File: src/qlsc_pkg.sv
package qlsc_pkg;

    localparam int SAMPLE_W  = 12;
    localparam int CNT_W     = 9;
    localparam int WIDE_W    = 192;
    localparam int FRAC_BITS = 40;
    localparam int SX_W      = 20;
    localparam int SX2_W     = 32;
    localparam int SX3_W     = 44;
    localparam int SX4_W     = 56;
    localparam int SY_W      = 20;
    localparam int SXY_W     = 32;
    localparam int SX2Y_W    = 44;
    localparam int ENT_W     = 56;
    localparam int COEF_W    = 64;
    localparam int DCNT_W    = 8;
    localparam int STEP_W    = 4;
    localparam int PADDR_W   = 3;
    localparam int PDATA_W   = 32;

    localparam logic [STEP_W-1:0] LAST_STEP       = 4'd8;
    localparam logic [CNT_W-1:0]  FIT_COUNT_RESET = 9'd16;
    localparam logic              ADDR_FIT_COUNT  = 1'b0;
    localparam logic [COEF_W-1:0] SAT_MAX = 64'h7FFF_FFFF_FFFF_FFFF;
    localparam logic [COEF_W-1:0] SAT_MIN = 64'h8000_0000_0000_0000;

    typedef enum logic {
        OP_ACCUM,
        OP_SOLVE
    } t_op;

    typedef struct packed {
        t_op                 op;
        logic [CNT_W-1:0]    n;
        logic [SAMPLE_W-1:0] x;
        logic [SAMPLE_W-1:0] y;
    } t_item;

    typedef enum logic [3:0] {
        ST_IDLE,
        ST_ACC_SQ,
        ST_ACC_CUBE,
        ST_ACC_SUM,
        ST_MUL_LOAD,
        ST_MUL_RUN,
        ST_DET_END,
        ST_DIV_ABS,
        ST_DIV_PREP,
        ST_DIV_RUN,
        ST_DIV_FIN
    } t_bstate;

endpackage

File: src/qlsc_front.sv
module qlsc_front #(
    parameter int MAX_PAIRS   = 256,
    parameter int SAMPLE_BITS = 12
) (
    input  logic                           i_clk,
    input  logic                           i_rst_n,
    input  logic                           i_push,
    input  logic [qlsc_pkg::SAMPLE_W-1:0]  i_x,
    input  logic [qlsc_pkg::SAMPLE_W-1:0]  i_y,
    input  logic [qlsc_pkg::CNT_W-1:0]     i_fit_count,
    input  logic                           i_q_full,
    output logic                           o_q_push,
    output qlsc_pkg::t_item                o_item
);

    localparam logic [qlsc_pkg::SAMPLE_W-1:0] SMASK =
        qlsc_pkg::SAMPLE_W'((1 << SAMPLE_BITS) - 1);
    localparam logic [qlsc_pkg::CNT_W-1:0] LIMIT_MAX = qlsc_pkg::CNT_W'(MAX_PAIRS);

    logic [qlsc_pkg::CNT_W-1:0] r_count;
    logic [qlsc_pkg::CNT_W-1:0] w_limit;
    logic                       w_acc;

    assign w_limit  = (i_fit_count > LIMIT_MAX) ? LIMIT_MAX : i_fit_count;
    assign w_acc    = (r_count < w_limit);
    assign o_q_push = i_push && !i_q_full;

    always_comb begin
        o_item.op = w_acc ? qlsc_pkg::OP_ACCUM : qlsc_pkg::OP_SOLVE;
        o_item.n  = r_count;
        o_item.x  = i_x & SMASK;
        o_item.y  = i_y & SMASK;
    end

    // pair count mirrors what the back end will have summed
    always_ff @(posedge i_clk) begin
        if (!i_rst_n) begin
            r_count <= '0;
        end else if (o_q_push) begin
            r_count <= w_acc ? r_count + 1'b1 : '0;
        end
    end

endmodule

File: config.mk
export PLATFORM = sky130hd
export DESIGN_NAME = qlsc_front
export DESIGN_NICKNAME = d
export VERILOG_FILES = /design/src/qlsc_pkg.sv /design/src/qlsc_front.sv
export SDC_FILE = /design/constraint.sdc
export NUM_CORES = 1
export LEC_CHECK = 0
export BUFFER_PORTS_ARGS = -buffer_cell sky130_fd_sc_hd__buf_2
export CAP_MARGIN = 5
export CORE_MARGIN = 5
export CORE_UTILIZATION = 43
export CTS_BUF_LIST = sky130_fd_sc_hd__clkbuf_8
export DETAILED_ROUTE_END_ITERATION = 16
export PLACE_DENSITY_LB_ADDON = 0.3
export SYNTH_ARGS = -nofsm -noshare
export SYNTH_HDL_FRONTEND = slang
export SYNTH_SLANG_ARGS = --single-unit
File: constraint.sdc
create_clock -name i_clk -period 4.2 [get_ports i_clk]
set_input_delay 0.84 -clock i_clk [delete_from_list [all_inputs] [get_ports i_clk]]
set_output_delay 0.84 -clock i_clk [all_outputs]
set_load 0.01 [all_outputs]
* Yosys cells after proc, flatten, opt, wreduce, memory -nomap -nowiden
Cells that the tools add are included.
** Cells by class
- Add/subtract/negate cells :: 1
- Multiply operators :: 0
- Div/mod/pow operators :: 0
- $lt $le $gt $ge :: 2
- Equal/unequal tests :: 0
- Shift operators :: 0
- Multiplexer cells :: 3
- Bitwise logic cells :: 0
- Reductions and logical operators :: 2
** Operators with widths (number)
- $mux W9 :: 2
- $add A9 B1 Y9 const B :: 1
- $gt A9 B9 Y1 const B :: 1
- $lt A9 B9 Y1 :: 1
- $logic_and A1 B1 Y1 :: 1
- $logic_not A1 Y1 :: 1
- $mux W1 :: 1
** Storage, ports and cells
- Register bits after elaboration :: 9
- Latch bits :: 0
- Memory bits (writable) :: 0
- Memory bits (read-only) :: 0
- Input bits :: 37
- Output and inout port bits :: 35
- Logic and storage cells :: 9
- Memories :: 0

* Logic depth before layout (Yosys ltp)
- Depth in word-level cells :: 4
- Depth in mapped cells :: 7
- Gate-level depth less buffers :: 7

* Least setup slack after synthesis
Ideal clock, no wire load.
- Kind :: input to output
- From :: in i_fit_count[8] in the netlist's numbering
- To :: out o_item[33] in the netlist's numbering
- Arrival :: 1.880 ns
- Required time :: 3.360 ns
- Slack :: 1.480 ns
- Cell stages on the path :: 6
- Buffers on the path :: 0
- Cells stage by stage :: clkinv_1 -> nand2_1 -> ha_1 -> a211oi_1 -> o221a_2 -> o21ai_4
** RTL lines
- start, declared :: line qlsc_front.sv:10 : input logic [qlsc_pkg::CNT_W-1:0] i_fit_count,
- end, declared :: line qlsc_front.sv:13 : output qlsc_pkg::t_item o_item

==> reports/results.tsv <==
stage	metric	value	unit
worst_setup_path	worst_setup_path_end_kind	output pin	
global_routing	antenna_found_initial	0	
clocking	cts-resized-gates	0	
logic_synthesis	ys_types	31	
logic_synthesis	yosysSeqAreaShare	20.8	%
clocking	hold_buffers	0	
clocking	h-tree-depth	1	
power	pwr-share-clk	44.2	%
routing	wire_per_inst	13.6	µm
logic_synthesis	async_flop_share	0	%
logic_synthesis	syn_nets	146	
logic_synthesis	yosysWarnings	0	
timing	fmax	0.325	GHz
routing	vias	685	
timing	setup_viol	0	
logic_synthesis	netlist_top_cells_area	dfxtp_1 (21%), buf_4 (21%), ha_1 (13%)	
floorplanning	coreArea	0.00194	mm²
logic_synthesis	synthFlopType	dfxtp_1	
routing	firstDrtPassIters	4	
routing	first_iter_violations	10	
timing	tightest_slew	386	ps
routing	drc_errors	0	
worst_setup_path	critical_path.max_fanout	8	
logic_synthesis	synth_edf_count	0	
layout	largest_register	r_count	
routing	wl	1.75	mm
clocking	path_clk_slew	40	ps
power	power_density	244	mW/mm²
min_path	hp-class	reg -> reg	
timing	slew_headroom	74.3	%
routing	via_per_inst	5.31	
timing	grt_setup_unrepaired	no	
timing	finClkSkew	1.75	ps
power	pwr-share-comb	14.1	%
clocking	cts_made_buffers	3	
clocking	cts_tree	done	
placed_design	place_congestion	0.785	
placed_design	io_buffer_count	23	
worst_setup_path	start_kind	input port	
global_routing	grt_pass1_wl	2.70	mm
power	leakagePower	0.000380	µW
floorplanning	die-area	0.00301	mm²
routing	ant_nets	0	
logic_synthesis	synth_most_common_cell	buf_4	
worst_setup_path	cp_data_required_time	3360	ps
worst_setup_path	worstPathArrival	2240	ps
timing	finalMaxSlewViolations	0	
clocking	cts.sinks	9	
clocking	post-cts-setup-buffers	0	
floorplanning	rows	16	
layout	final_area	868	µm²
global_routing	grt_pass1_vias	631	
power	netSwitchingFraction	23.2	%
power	pwr-share-seq	41.8	%
floorplanning	io_pins	72	
clocking	clk_latency	230	ps
clocking	cts.root.buffer_cell	clkbuf_8	
layout	syn_to_final_growth	0.289	%
job	cap_violations	0	
run_status	status	completed	
layout	nNetsFinal	149	
logic_synthesis	synth.avg_cell_area	8.66	µm²
layout	drive_gt1_share	31.4	%
timing	finalCritPeriodShare	73.3	%
worst_setup_path	path_class	in -> out	
timing	tns	0	ps
timing	period_needed	3080	ps
global_routing	grt_usage	12.2	%
global_routing	grt_max_degree	11	
floorplanning	initial_core_util	44.6	%
timing	hold_viol	0	
power	netSwitchingPower	49.2	µW
layout	largest_reg_flops	9	
logic_synthesis	synth_seq_cells	9	
logic_synthesis	yosysTopAreaCell	dfxtp_1	
power	vdd_drop_max	0.233	mV
logic_synthesis	netlist_area	866	µm²
global_routing	grt-ovfl-total	0	
logic_synthesis	synth_common_cells	buf_4 (24), nand2_1 (13), dfxtp_1 (9), ha_1 (9), a211oi_1 (6)	
placed_design	placed_cell_area	823	µm²
power	p_int	163	µW
layout	largest_registers	r_count x9	
floorplanning	die_w	54.9	µm
logic_synthesis	synthCells	100	
logic_synthesis	netlist.area_leader.share	20.8	%
floorplanning	die_y	54.9	µm
clocking	clk_path_buf_depth	2	
placed_design	hpwl	1.44	mm
layout	insertedDiodeCount	0	
## worst max-delay path, stage by stage
cell and delay [ps]:
buf_2 110, clkinv_1 120, nand2_1 80, ha_1 290
o21ai_0 80, o221a_2 320, o21ai_4 220, buf_2 180
## worst paths after layout
| path | endpoint | start | cells after the start | slack [ps] |
|---|---|---|---|---|
| max | o_item[33] | i_fit_count[8] | 8 | 1120 |
| min | r_count[1]$_SDFFE_PN0P_ | r_count[1]$_SDFFE_PN0P_ | 2 | 530 |
| max reg2reg | r_count[3]$_SDFFE_PN0P_ | r_count[6]$_SDFFE_PN0P_ | 5 | 2520 |
| min reg2reg | r_count[1]$_SDFFE_PN0P_ | r_count[1]$_SDFFE_PN0P_ | 2 | 530 |
## placed cells by master (no fill, tap or decap), drive strengths merged, types with 2 or more instances in the layout
master	instances
clkbuf	3
nor3b	2
xnor2	2
nor3	2
nand2	13
xor2	3
a21oi	4
a211oi	6
inv	2
clkinv	3
ha	9
dfxtp	9
buf	23
nand4	4
o21ai	3
## cell families (layout without fill, tap and decap cells)
family	after synthesis	after routing	share of synthesized area, %
XOR/XNOR	5	5	5.06
buffers and inverters	29	31	23.8
AND/OR/NAND/NOR	28	28	17.6
adder cells (fa/ha/maj)	9	9	13.0
AO/OA/AOI/OAI	20	20	19.7
flip-flops	9	9	20.8
## cell type report
| cell class | count | area, µm² |
|---|---|---|
| Clock inverter | 1 | 3.75 |
| Tap cell | 27 | 33.8 |
| Timing Repair Buffer | 23 | 115 |
| Clock buffer | 3 | 41.3 |
| Multi-Input combinational cell | 62 | 479 |
| Inverter | 4 | 15.0 |
| Fill cell | 209 | 1070 |
| Sequential cell | 9 | 180 |
## per-stage QoR
| step | power, µW | hold slack, ps | util, % | setup slack [ps] | instances |
|---|---|---|---|---|---|
| after floorplan | 133 | 519 | - | 1480 | 100 |
| after global placement | 119 | 509 | 42.4 | 1150 | 125 |
| after detailed placement | 120 | 522 | 42.4 | 1120 | 125 |
| after CTS | 215 | 528 | 44.7 | 1120 | 129 |
| after global routing | 223 | 551 | 44.7 | 1010 | 129 |
| final | 212 | 533 | 44.7 | 1120 | 129 |
## power by group through the flow
stage                     clock, µW  combinational (µW)  sequential [µW]
after CTS                      96.8                29.9             88.6
final                          93.6                29.8             88.6
after global routing            101                33.8             88.7
after floorplan                   0                42.7             90.1
after global placement            0                29.3             90.1
after detailed placement          0                29.7             90.1
## per-layer routing
layer | up-vias | track usage, % | share of wire [%]
li1 | 338 | - | -
met1 | 316 | 12.5 | 40
met2 | 19 | 21.7 | 48
met3 | 12 | 4.90 | 8.4
met4 | 0 | 4.98 | 2.9
met5 | - | 0 | 0
Power figures use the tool's default switching activity.
