<file path="src/qlsc_pkg.sv">
package qlsc_pkg;

    localparam int SAMPLE_W  = 12;
    localparam int CNT_W     = 9;
    localparam int WIDE_W    = 192;
    localparam int FRAC_BITS = 40;
    localparam int SX_W      = 20;
    localparam int SX2_W     = 32;
    localparam int SX3_W     = 44;
    localparam int SX4_W     = 56;
    localparam int SY_W      = 20;
    localparam int SXY_W     = 32;
    localparam int SX2Y_W    = 44;
    localparam int ENT_W     = 56;
    localparam int COEF_W    = 64;
    localparam int DCNT_W    = 8;
    localparam int STEP_W    = 4;
    localparam int PADDR_W   = 3;
    localparam int PDATA_W   = 32;

    localparam logic [STEP_W-1:0] LAST_STEP       = 4'd8;
    localparam logic [CNT_W-1:0]  FIT_COUNT_RESET = 9'd16;
    localparam logic              ADDR_FIT_COUNT  = 1'b0;
    localparam logic [COEF_W-1:0] SAT_MAX = 64'h7FFF_FFFF_FFFF_FFFF;
    localparam logic [COEF_W-1:0] SAT_MIN = 64'h8000_0000_0000_0000;

    typedef enum logic {
        OP_ACCUM,
        OP_SOLVE
    } t_op;

    typedef struct packed {
        t_op                 op;
        logic [CNT_W-1:0]    n;
        logic [SAMPLE_W-1:0] x;
        logic [SAMPLE_W-1:0] y;
    } t_item;

    typedef enum logic [3:0] {
        ST_IDLE,
        ST_ACC_SQ,
        ST_ACC_CUBE,
        ST_ACC_SUM,
        ST_MUL_LOAD,
        ST_MUL_RUN,
        ST_DET_END,
        ST_DIV_ABS,
        ST_DIV_PREP,
        ST_DIV_RUN,
        ST_DIV_FIN
    } t_bstate;

endpackage

</file>
<file path="src/qlsc_fifo.sv">
module qlsc_fifo (
    input  logic            i_clk,
    input  logic            i_rst_n,
    input  logic            i_push,
    input  qlsc_pkg::t_item i_item,
    output logic            o_full,
    input  logic            i_pop,
    output qlsc_pkg::t_item o_item,
    output logic            o_empty
);

    qlsc_pkg::t_item r_mem [2];
    logic            r_wp;
    logic            r_rp;
    logic [1:0]      r_cnt;

    assign o_full  = (r_cnt == 2'd2);
    assign o_empty = (r_cnt == 2'd0);
    assign o_item  = r_mem[r_rp];

    always_ff @(posedge i_clk) begin
        if (!i_rst_n) begin
            r_wp  <= 1'b0;
            r_rp  <= 1'b0;
            r_cnt <= 2'd0;
        end else begin
            if (i_push) r_wp <= ~r_wp;
            if (i_pop) r_rp <= ~r_rp;
            if (i_push && !i_pop) r_cnt <= r_cnt + 2'd1;
            else if (i_pop && !i_push) r_cnt <= r_cnt - 2'd1;
        end
    end

    always_ff @(posedge i_clk) begin
        if (i_push) r_mem[r_wp] <= i_item;
    end

endmodule

</file>
<file path="config.mk">
export PLATFORM = sky130hd
export DESIGN_NAME = qlsc_fifo
export DESIGN_NICKNAME = d
export VERILOG_FILES = /design/src/qlsc_pkg.sv /design/src/qlsc_fifo.sv
export SDC_FILE = /design/constraint.sdc
export NUM_CORES = 1
export LEC_CHECK = 0
export ABC_CLOCK_PERIOD_IN_PS = 2350
export CAP_MARGIN = 10
export CORE_ASPECT_RATIO = 1.2
export CORE_MARGIN = 2
export CORE_UTILIZATION = 55
export CTS_CLUSTER_SIZE = 24
export DETAILED_ROUTE_END_ITERATION = 8
export DONT_BUFFER_PORTS = 1
export PLACE_DENSITY = 0.83
export SKIP_LAST_GASP = 1
export SLEW_MARGIN = 20
export SYNTH_ARGS = -nofsm -noshare
export SYNTH_HDL_FRONTEND = slang
export SYNTH_SLANG_ARGS = --single-unit
export TNS_END_PERCENT = 20
</file>
<file path="constraint.sdc">
create_clock -name i_clk -period 2.35 [get_ports i_clk]
set_input_delay 0.3525 -clock i_clk [delete_from_list [all_inputs] [get_ports i_clk]]
set_output_delay 0.3525 -clock i_clk [all_outputs]
set_load 0.01 [all_outputs]
</file>
# After elaboration in Yosys (flattened, before gate mapping)
# Memory sizes are Yosys's and may differ from the RTL's. A register that Yosys moved wholly into a read port is not among the register bits.
# Cells that the tools add are included.
[op_classes]
add_sub_neg = 2
multipliers = 0
div = 0
n_lt_le_gt_ge = 0
eq_ne = 1
shift = 0
mux = 6
bitwise = 2
reduce_logical = 6
[op_table]
columns = ["operator", "count"]
rows = [
  ["two-way mux 1 bit", 4],
  ["two-way mux 2 bit", 2],
  ["adder 2 x 1 -> 2 bit, second input constant", 1],
  ["equality test 2 bit, second input constant", 1],
  ["logical AND 1 bit", 2],
  ["logical NOT 1 bit", 2],
  ["logical NOT 2 bit", 1],
  ["NOT 1 bit", 2],
  ["nonzero test 2 bit", 1],
  ["subtractor 2 x 1 -> 2 bit, second input constant", 1],
]
[totals]
regBits = 4
latch_bits = 0
ramBits = 68
romBits = 0
inputBits = 38
out_inout_bits = 36
elab_cells = 21
n_memories = 1
[memory_table]
columns = ["name", "words", "width", "read_ports", "rd_clocked_by_memory_dff", "write_ports", "line", "text"]
rows = [
  ["r_mem", 2, 34, 1, 1, 1, "qlsc_fifo.sv:12", "qlsc_pkg::t_item r_mem [2];"],
]

# Logic depth before layout (Yosys ltp)
# Gate-level depths: netlist of the first run.
[depth]
ltp_word = 4
depth_mapped = 5
depth_no_buf = 5

# Worst setup path before layout of the first run
# OpenSTA, ideal clock, no wires.
[synth_timing]
kind = "input to register"
from = "input i_push"
to = "memory r_mem[0][0] (netlist name), enable pin"
t_arrival_ns = 1.916
setup_slack_ns = 0.003
cell_stages = 1
path_cell_list = "nor2b_1"
[synth_between]
elab_chain_cells = 2
[synth_rtl]
columns = ["item", "line", "text"]
rows = [
  ["start: declaration", "qlsc_fifo.sv:4", "input logic i_push,"],
  ["two-way mux 1 bit", "qlsc_fifo.sv:35", "if (i_push) r_mem[r_wp] <= i_item;"],
  ["two-way mux 1 bit (implied by the code)", "qlsc_fifo.sv:35", ""],
  ["end: declaration", "qlsc_fifo.sv:12", ""],
]
# Every way passes these cells.

==> results.yml, run 1 <==
global_routing:
  grt_pass1_wl_microns: 6180
  grt_use_total: 0.169
  grt_antenna_before_repair: 0
  overflow: 0
  grt_max_degree: 22
  grt_pass1_vias: 1239
die:
  core-area_sq_mm: 0.00463
  fp.dieArea_sq_mm: 0.00543
  num_io_pins: 74
  placementRows: 27
  initial_core_util: 0.577
  die_w_microns: 67.6
  die_y_microns: 80.3
worst_setup_path:
  ff2ff_setup_slack_ns: 1.04
  crit_buf_inv: 1
  r2r_cells: 2
  end_kind: "primary output"
  reg2reg_from: "r_wp"
  slowest_stage: "mux2_2"
  critical_path.max_fanout: 18
  cpPeakStageDelay_ns: 0.40
  cp-start-kind: "flip-flop"
  critPathKind: "reg2out"
  crit_chain: "buf_4, mux2_2"
  critPathTopFamily: "multiplexers"
  crit_required_ns: 2.00
  arrival_ns: 1.32
  r2r-end: "r_mem[0][16]"
placement:
  dp_hpwl_microns: 2840
  io_buffers: 0
  gp_congestion: 0.637
detailed_routing:
  ant_nets: 0
  drtIter0Drc: 38
  avgRoutedWirePerCell_microns: 20.5
  via_per_inst: 5.52
  drc: 0
  num_vias: 1121
  dr.pass1.iters: 6
  drt-total-wl_microns: 4160
power_and_ir_drop:
  ir_drop_uv: 509
  power.density_mw_per_mm2: 900
  leakage_nw: 1.00
logic_synthesis:
  ys_warn_count: 0
  synth_most_common_cell: "edfxtp_1"
  postSynthAreaPerCell_sq_um: 20.9
  synth-seq-area-share: 0.802
  synth-seq-cells: 73
  ys_types: 17
  syn_inst: 128
  yosys-top-cells-count: "edfxtp_1 (68), mux2_2 (34), dfxtp_1 (5), and2_1 (4), buf_4 (3)"
  synth_top_area_frac: 0.764
  synth_flop_cell: "edfxtp_1"
  yosysTopAreaCell: "edfxtp_1"
  synthTopCellsByArea: "edfxtp_1 (76%), mux2_2 (14%), dfxtp_1 (3.7%)"
  synthArstFlopShare: 0
  netlist_area_sq_mm: 0.00267
  synth_enable_flop_cells: 68
  mappedNetlistNets: 167
sta:
  min_period_ns: 1.68
  final.setup.tns_ns: 0
  finalCritPeriodShare: 0.713
  finalSetupViolCount: 0
  fin_worst_hold_slack_ns: 0.109
  final_hold_viol_count: 0
  tightestPinTransition_ns: 0.485
  final_max_slew_viol_count: 0
  clock_skew_ns: 0.00578
  rsz0062_at_grt: "no"
  max_freq_ghz: 0.596
  slew_headroom: 0.676
clocking:
  cts_hold_buf: 0
  htree_num_levels: 3
  numCtsBuffers: 9
  cts.reportedPaths.clkPinSlew_ns: 0.07
  cts_tree: "built"
  clk_path_buf_depth: 2
  clock-sinks: 73
  ctsResizeCount: 0
  post_cts_buffers: 0
  ctsRootBufferMaster: "clkbuf_8"
  insertion_delay_ns: 0.33
outcome:
  outcome: "finished clean"
final_layout:
  area_growth_syn_to_layout_pct: 11.2
  antennaDiodeCount: 0
  drive_gt1_frac: 0.372
  nNetsFinal: 179
run:
  maxCapViolations: 0
min_path:
  min_path_type: "in2reg"
  min-delay-start: "i_item[30]"
  whs_endpoint: "r_mem[1][30]"
  hold_depth: 0
-- metal layers --
metal	global-route usage	vias up	part of all wire
met5	0	-	0
met4	0.106	0	0.017
met3	0.0798	7	0.088
met2	0.292	37	0.57
met1	0.154	563	0.32
li1	-	514	-
-- sequential cells by signal (all words and copies together) (netlist names), named ones only --
register  cells
r_rp          1
r_wp          1
r_mem        68
r_cnt         2
-- final cells by class --
cell class | instances | area [sq um]
inverter | 1 | 3.75
timing repair buffer | 5 | 50.0
sequential | 73 | 2140
tap | 58 | 72.6
clock buffer | 13 | 159
fill | 310 | 1660
multi-input combinational | 50 | 505
clock inverter | 3 | 38.8
-- cells in the final DEF (no fill, tap or decap), types with 2 or more instances in the layout --
master,instances
and2_1,4
clkbuf_1,2
clkbuf_8,11
edfxtp_1,68
dfxtp_1,5
buf_4,4
xor2_1,2
mux2_2,34
-- power by group --
part | switching [mW] | internal [mW]
Combinational | 0.122 | 0.0925
Clock | 0.394 | 0.544
Sequential | 0.0225 | 1.50
Total | 0.538 | 2.14
-- logic make-up after synthesis --
logic type | count (synthesis) | synth area share
buffers and inverters | 5 | 0.0117
DFF | 73 | 0.802
AOI/OAI and AO/OA | 3 | 0.00749
muxes | 34 | 0.143
adders and majority gates | 1 | 0.00468
xor gates and xnor gates | 3 | 0.00984
and+or+nand+nor | 9 | 0.0211
-- how the worst max path moves through the flow --
stage               depth (start not counted)           end  startpoint
finish                                      2    o_item[13]   flip-flop
global route                                2    o_item[25]   flip-flop
CTS                                         2    o_item[18]   flip-flop
detailed placement                          2  r_mem[0][21]      i_push
global placement                            2  r_mem[0][19]      i_push
floorplan                                   1   r_mem[0][0]      i_push
-- per-stage QoR --
stage	cells	util	total power [mW]	instance area, sq um	setup slack [ns]
detailed placement	187	0.599	1.77	2770	1.01
CTS	203	0.642	2.70	2970	0.645
global route	203	0.642	2.77	2970	0.613
finish	203	0.642	2.67	2970	0.673
floorplan	128	-	1.72	2670	0.00311
global placement	187	0.599	1.75	2770	1.05
No activity file was read; power rests on OpenSTA's default activity.
==> run 2: changes to the inputs <==
- ABC_CLOCK_PERIOD_IN_PS: 2350 -> 1500
- clock period: 2.35 -> 1.5 ns (I/O delays scaled with it)
==> results.yml, run 2 (synthesis results as in run 1) <==
min_path:
  min_path_type: "in2reg"
placement:
  dp_hpwl_microns: 2710
  gp_congestion: 0.627
  io_buffers: 0
  pre_cts_ws_ns: 0.248
  placed_area_sq_mm: 0.00278
final_layout:
  antennaDiodeCount: 0
  top_register: "r_mem"
  final_area_sq_mm: 0.00333
  layout_commonest_cell: "edfxtp_1"
  fill_cells: 271
  regArea_sq_mm: 0.00215
  largest_register_ffs: 68
  multi_input_area_sq_um: 505
  drive_gt1_frac: 0.328
  reg_top3: "r_mem (68), r_cnt (2)"
  nNetsFinal: 214
  mostFrequentLayoutCells: "edfxtp_1 (68), mux2_2 (34), dlygate4sd3_1 (34)"
  area_growth_syn_to_layout_pct: 24.8
global_routing:
  grt_pass1_wl_microns: 6360
  overflow: 0
  grt_antenna_before_repair: 0
  grt_max_degree: 19
  grt_use_total: 0.173
  grt_pass1_vias: 1338
die:
  placementRows: 27
  fp.dieArea_sq_mm: 0.00543
  num_io_pins: 74
  die_y_microns: 80.3
  die_w_microns: 67.6
  initial_core_util: 0.577
  core-area_sq_mm: 0.00463
sta:
  worst_slack_ns: 0.0238
  fin_worst_hold_slack_ns: 0.0126
  clock_skew_ns: 0.00706
  rsz0062_at_grt: "yes"
  slew_headroom: 0.843
  final_max_slew_viol_count: 0
  finalSetupViolCount: 0
  max_freq_ghz: 0.677
  tightestPinTransition_ns: 0.236
  final_hold_viol_count: 0
  min_period_ns: 1.48
  final.setup.tns_ns: 0
  finalCritPeriodShare: 0.984
worst_setup_path:
  end_kind: "primary output"
  arrival_ns: 1.25
  critical_path.max_fanout: 17
  crit_chain: "buf_12, mux2_2"
  critPathTopFamily: "flip-flops"
  crit_buf_inv: 1
  crit_required_ns: 1.27
  slowest_stage: "dfxtp_4"
  cpPeakStageDelay_ns: 0.38
  critPathKind: "reg2out"
  cp-start-kind: "flip-flop"
clocking:
  insertion_delay_ns: 0.33
  cts.reportedPaths.clkPinSlew_ns: 0.08
  cts_tree: "built"
  clk_path_buf_depth: 2
  htree_num_levels: 3
  clock-sinks: 73
  numCtsBuffers: 9
  ctsRootBufferMaster: "clkbuf_8"
detailed_routing:
  avgRoutedWirePerCell_microns: 18.7
  num_vias: 1253
  via_per_inst: 5.26
  dr.pass1.iters: 4
  ant_nets: 0
  drtIter0Drc: 45
  drt-total-wl_microns: 4450
  drc: 0
power_and_ir_drop:
  fin_total_pwr_mw: 4.27
  power.density_mw_per_mm2: 1280
  leakage_nw: 1.15
  ir_drop_uv: 850
outcome:
  outcome: "finished clean"
run:
  maxCapViolations: 0
run 2: changes by cell type in the layout (fill, tap and decap cells not counted), sizes merged:
cell,delta
clkbuf,-4
clkinv,+4
buf,+1
dlygate4sd3,+34
run 2: cell type report:
type,count,area share
multi-input combinational,50,0.152
inverter,1,0.00113
timing repair buffer,40,0.123
sequential,73,0.644
clock buffer,9,0.0372
tap,58,0.0218
clock inverter,7,0.0214
run 2: worst paths after layout:
check	cells after the start	slack, ns	end	start
worst max-delay path	2	0.02	o_item[13]	flip-flop
worst min-delay path	1	0.01	r_wp	i_rst_n
worst max register to register	2	0.37	r_mem[1][9]	r_wp
worst min register to register	2	0.51	r_cnt[1]	r_cnt[1]
run 2: per-layer routing:
metal	up-vias	part of all wire	track usage
li1	590	-	-
met2	46	0.60	0.322
met3	7	0.063	0.0672
met4	0	0.015	0.0816
met1	610	0.32	0.156
met5	-	0	0
run 2: where the power goes:
| group | switching (mW) | internal, mW |
|---|---|---|
| Sequential | 0.0388 | 2.35 |
| Clock | 0.686 | 0.767 |
| Combinational | 0.216 | 0.216 |
run 2: per-stage QoR:
step,cells,util
finish,238,0.720
global route,238,0.720
CTS,238,0.720
detailed placement,188,0.601
global placement,188,0.601
floorplan,128,-
run 2: timing repair:
item	in CTS	in global routing
endpoints found under the hold margin	68	0
gates resized for setup	4	1
setup buffers	0	0
endpoints found under the setup margin	21	34
hold buffers	34	0
==> run 3: changes to the inputs <==
- CELL_PAD_IN_SITES_DETAIL_PLACEMENT: unset -> 1
- CELL_PAD_IN_SITES_GLOBAL_PLACEMENT: unset -> 1
- CORE_UTILIZATION: 55 -> 46
- MAX_ROUTING_LAYER: unset -> met4
==> results.yml, run 3 (synthesis results as in run 1) <==
global_routing:
  grt_pass1_wl_microns: 7620
  grt_antenna_before_repair: 0
  grt.met1_usage: 0.185
  grt_pass1_vias: 1439
  top_usage_layer: "met2"
  gr-usage-met2: 0.297
  overflow: 0
  grt_use_total: 0.174
  grt_max_degree: 36
  use_met3: 0.0498
final_layout:
  fill_cells: 480
  antennaDiodeCount: 0
  nNetsFinal: 214
  area_growth_syn_to_layout_pct: 26.5
  multi_input_area_sq_um: 505
  regArea_sq_mm: 0.00214
  mostFrequentLayoutCells: "edfxtp_1 (68), dlygate4sd3_1 (35), mux2_2 (34)"
  top_register: "r_mem"
  layout_commonest_cell: "edfxtp_1"
  drive_gt1_frac: 0.322
  instances_no_fill: 244
  reg_top3: "r_mem (68), r_cnt (2)"
  largest_register_ffs: 68
die:
  die_y_microns: 87.5
  die_w_microns: 73.6
  initial_core_util: 0.474
  num_io_pins: 74
  core-area_sq_mm: 0.00563
  placementRows: 30
  fp.dieArea_sq_mm: 0.00644
worst_setup_path:
  crit_chain: "buf_12, mux2_2"
  end_kind: "primary output"
  r2r-end: "r_mem[1][25]"
  cp-start-kind: "flip-flop"
  ff2ff_setup_slack_ns: 0.36
  arrival_ns: 1.26
  reg2reg_from: "r_wp"
  crit_required_ns: 1.27
  critical_path.max_fanout: 20
  cpPeakStageDelay_ns: 0.38
  critPathKind: "reg2out"
  slowest_stage: "dfxtp_2"
  r2r_cells: 2
sta:
  min_period_ns: 1.49
  finalCritPeriodShare: 0.993
  tightestPinTransition_ns: 0.228
  finalSetupViolCount: 0
  slew_headroom: 0.846
  worst_slack_ns: 0.0104
  fin_worst_hold_slack_ns: 0.0183
  clock_skew_ns: 0.00606
  rsz0062_at_grt: "yes"
  max_freq_ghz: 0.671
  final_max_slew_viol_count: 0
  final_hold_viol_count: 0
placement:
  dp_hpwl_microns: 3050
  pre_cts_ws_ns: 0.287
  io_buffers: 0
  gp_congestion: 0.633
  dpl.cell_count: 193
clocking:
  cts_tree: "built"
  post_cts_buffers: 0
  ctsRootBufferMaster: "clkbuf_8"
  clock-sinks: 73
  htree_num_levels: 3
  insertion_delay_ns: 0.33
  clk_path_buf_depth: 2
  cts.reportedPaths.clkPinSlew_ns: 0.07
  numCtsBuffers: 9
detailed_routing:
  avgRoutedWirePerCell_microns: 20.8
  dr.pass1.iters: 3
  drtIter0Drc: 79
  ant_nets: 0
  via_per_inst: 5.16
  drt-total-wl_microns: 5070
  drc: 0
  num_vias: 1258
run:
  maxCapViolations: 0
power_and_ir_drop:
  p_sw_frac: 0.211
  p_int_mw: 3.49
  p_clk_frac: 0.360
  ir_drop_uv: 602
  leakage_nw: 1.17
  seq_power_share: 0.539
  combPwrFrac: 0.100
  power.density_mw_per_mm2: 1310
  p_sw_uw: 934
min_path:
  hold_depth: 1
  min_path_type: "in2reg"
  min-delay-start: "i_rst_n"
outcome:
  outcome: "finished clean"
run 3: worst max path at each step:
stage / start / to / slack [ns]
2_1_floorplan: r_wp / r_mem[1][0] / -0.12
3_3_place_gp: flip-flop / o_item[4] / 0.31
3_5_place_dp: flip-flop / o_item[0] / 0.29
4_1_cts: flip-flop / o_item[0] / -0.02
5_1_grt: flip-flop / o_item[7] / -0.04
6_report: flip-flop / o_item[5] / 0.01
run 3: power groups by stage:
stage	Sequential, mW	Combinational [mW]	Clock (mW)
5_1_grt	2.40	0.476	1.72
2_1_floorplan	2.41	0.283	0
4_1_cts	2.39	0.449	1.63
3_3_place_gp	2.42	0.348	0
6_report	2.39	0.444	1.59
3_5_place_dp	2.43	0.359	0
run 3: worst max-delay path, delay by kind of cell, from the launching register on:
family                 cells  cell delay [ns]
muxes                      1             0.38
buffers and inverters      1             0.17
DFF                        1             0.38
run 3: timing repair:
action,CTS,global route
pin swaps,0,0
endpoints found under the setup margin,34,30
gates resized for setup,1,0
hold buffers,35,0
hold endpoints to repair,69,0
run 3: area by class of cell:
type                    count  share of cell area
flip-flops and latches     73               0.634
multi-input cells          50               0.150
repair buffers             40               0.130
clock buffers               9              0.0367
clock inverters             7              0.0252
well taps                  64              0.0237
inverters                   1             0.00111
run 3: layer usage:
metal  part of all wire  vias up
met5                  0        -
met2               0.57       38
met4              0.016        0
met3              0.036        7
li1                   -      591
met1               0.38      622
run 3: metrics by stage:
| stage | area (sq um) | total power, mW | setup TNS (ns) | util |
|---|---|---|---|---|
| 3_3_place_gp | 2820 | 2.77 | 0 | 0.501 |
| 6_report | 3380 | 4.43 | 0 | 0.600 |
| 3_5_place_dp | 2820 | 2.79 | 0 | 0.501 |
| 2_1_floorplan | 2680 | 2.70 | -4.12 | - |
| 4_1_cts | 3380 | 4.47 | -0.252 | 0.600 |
| 5_1_grt | 3380 | 4.59 | -0.714 | 0.600 |
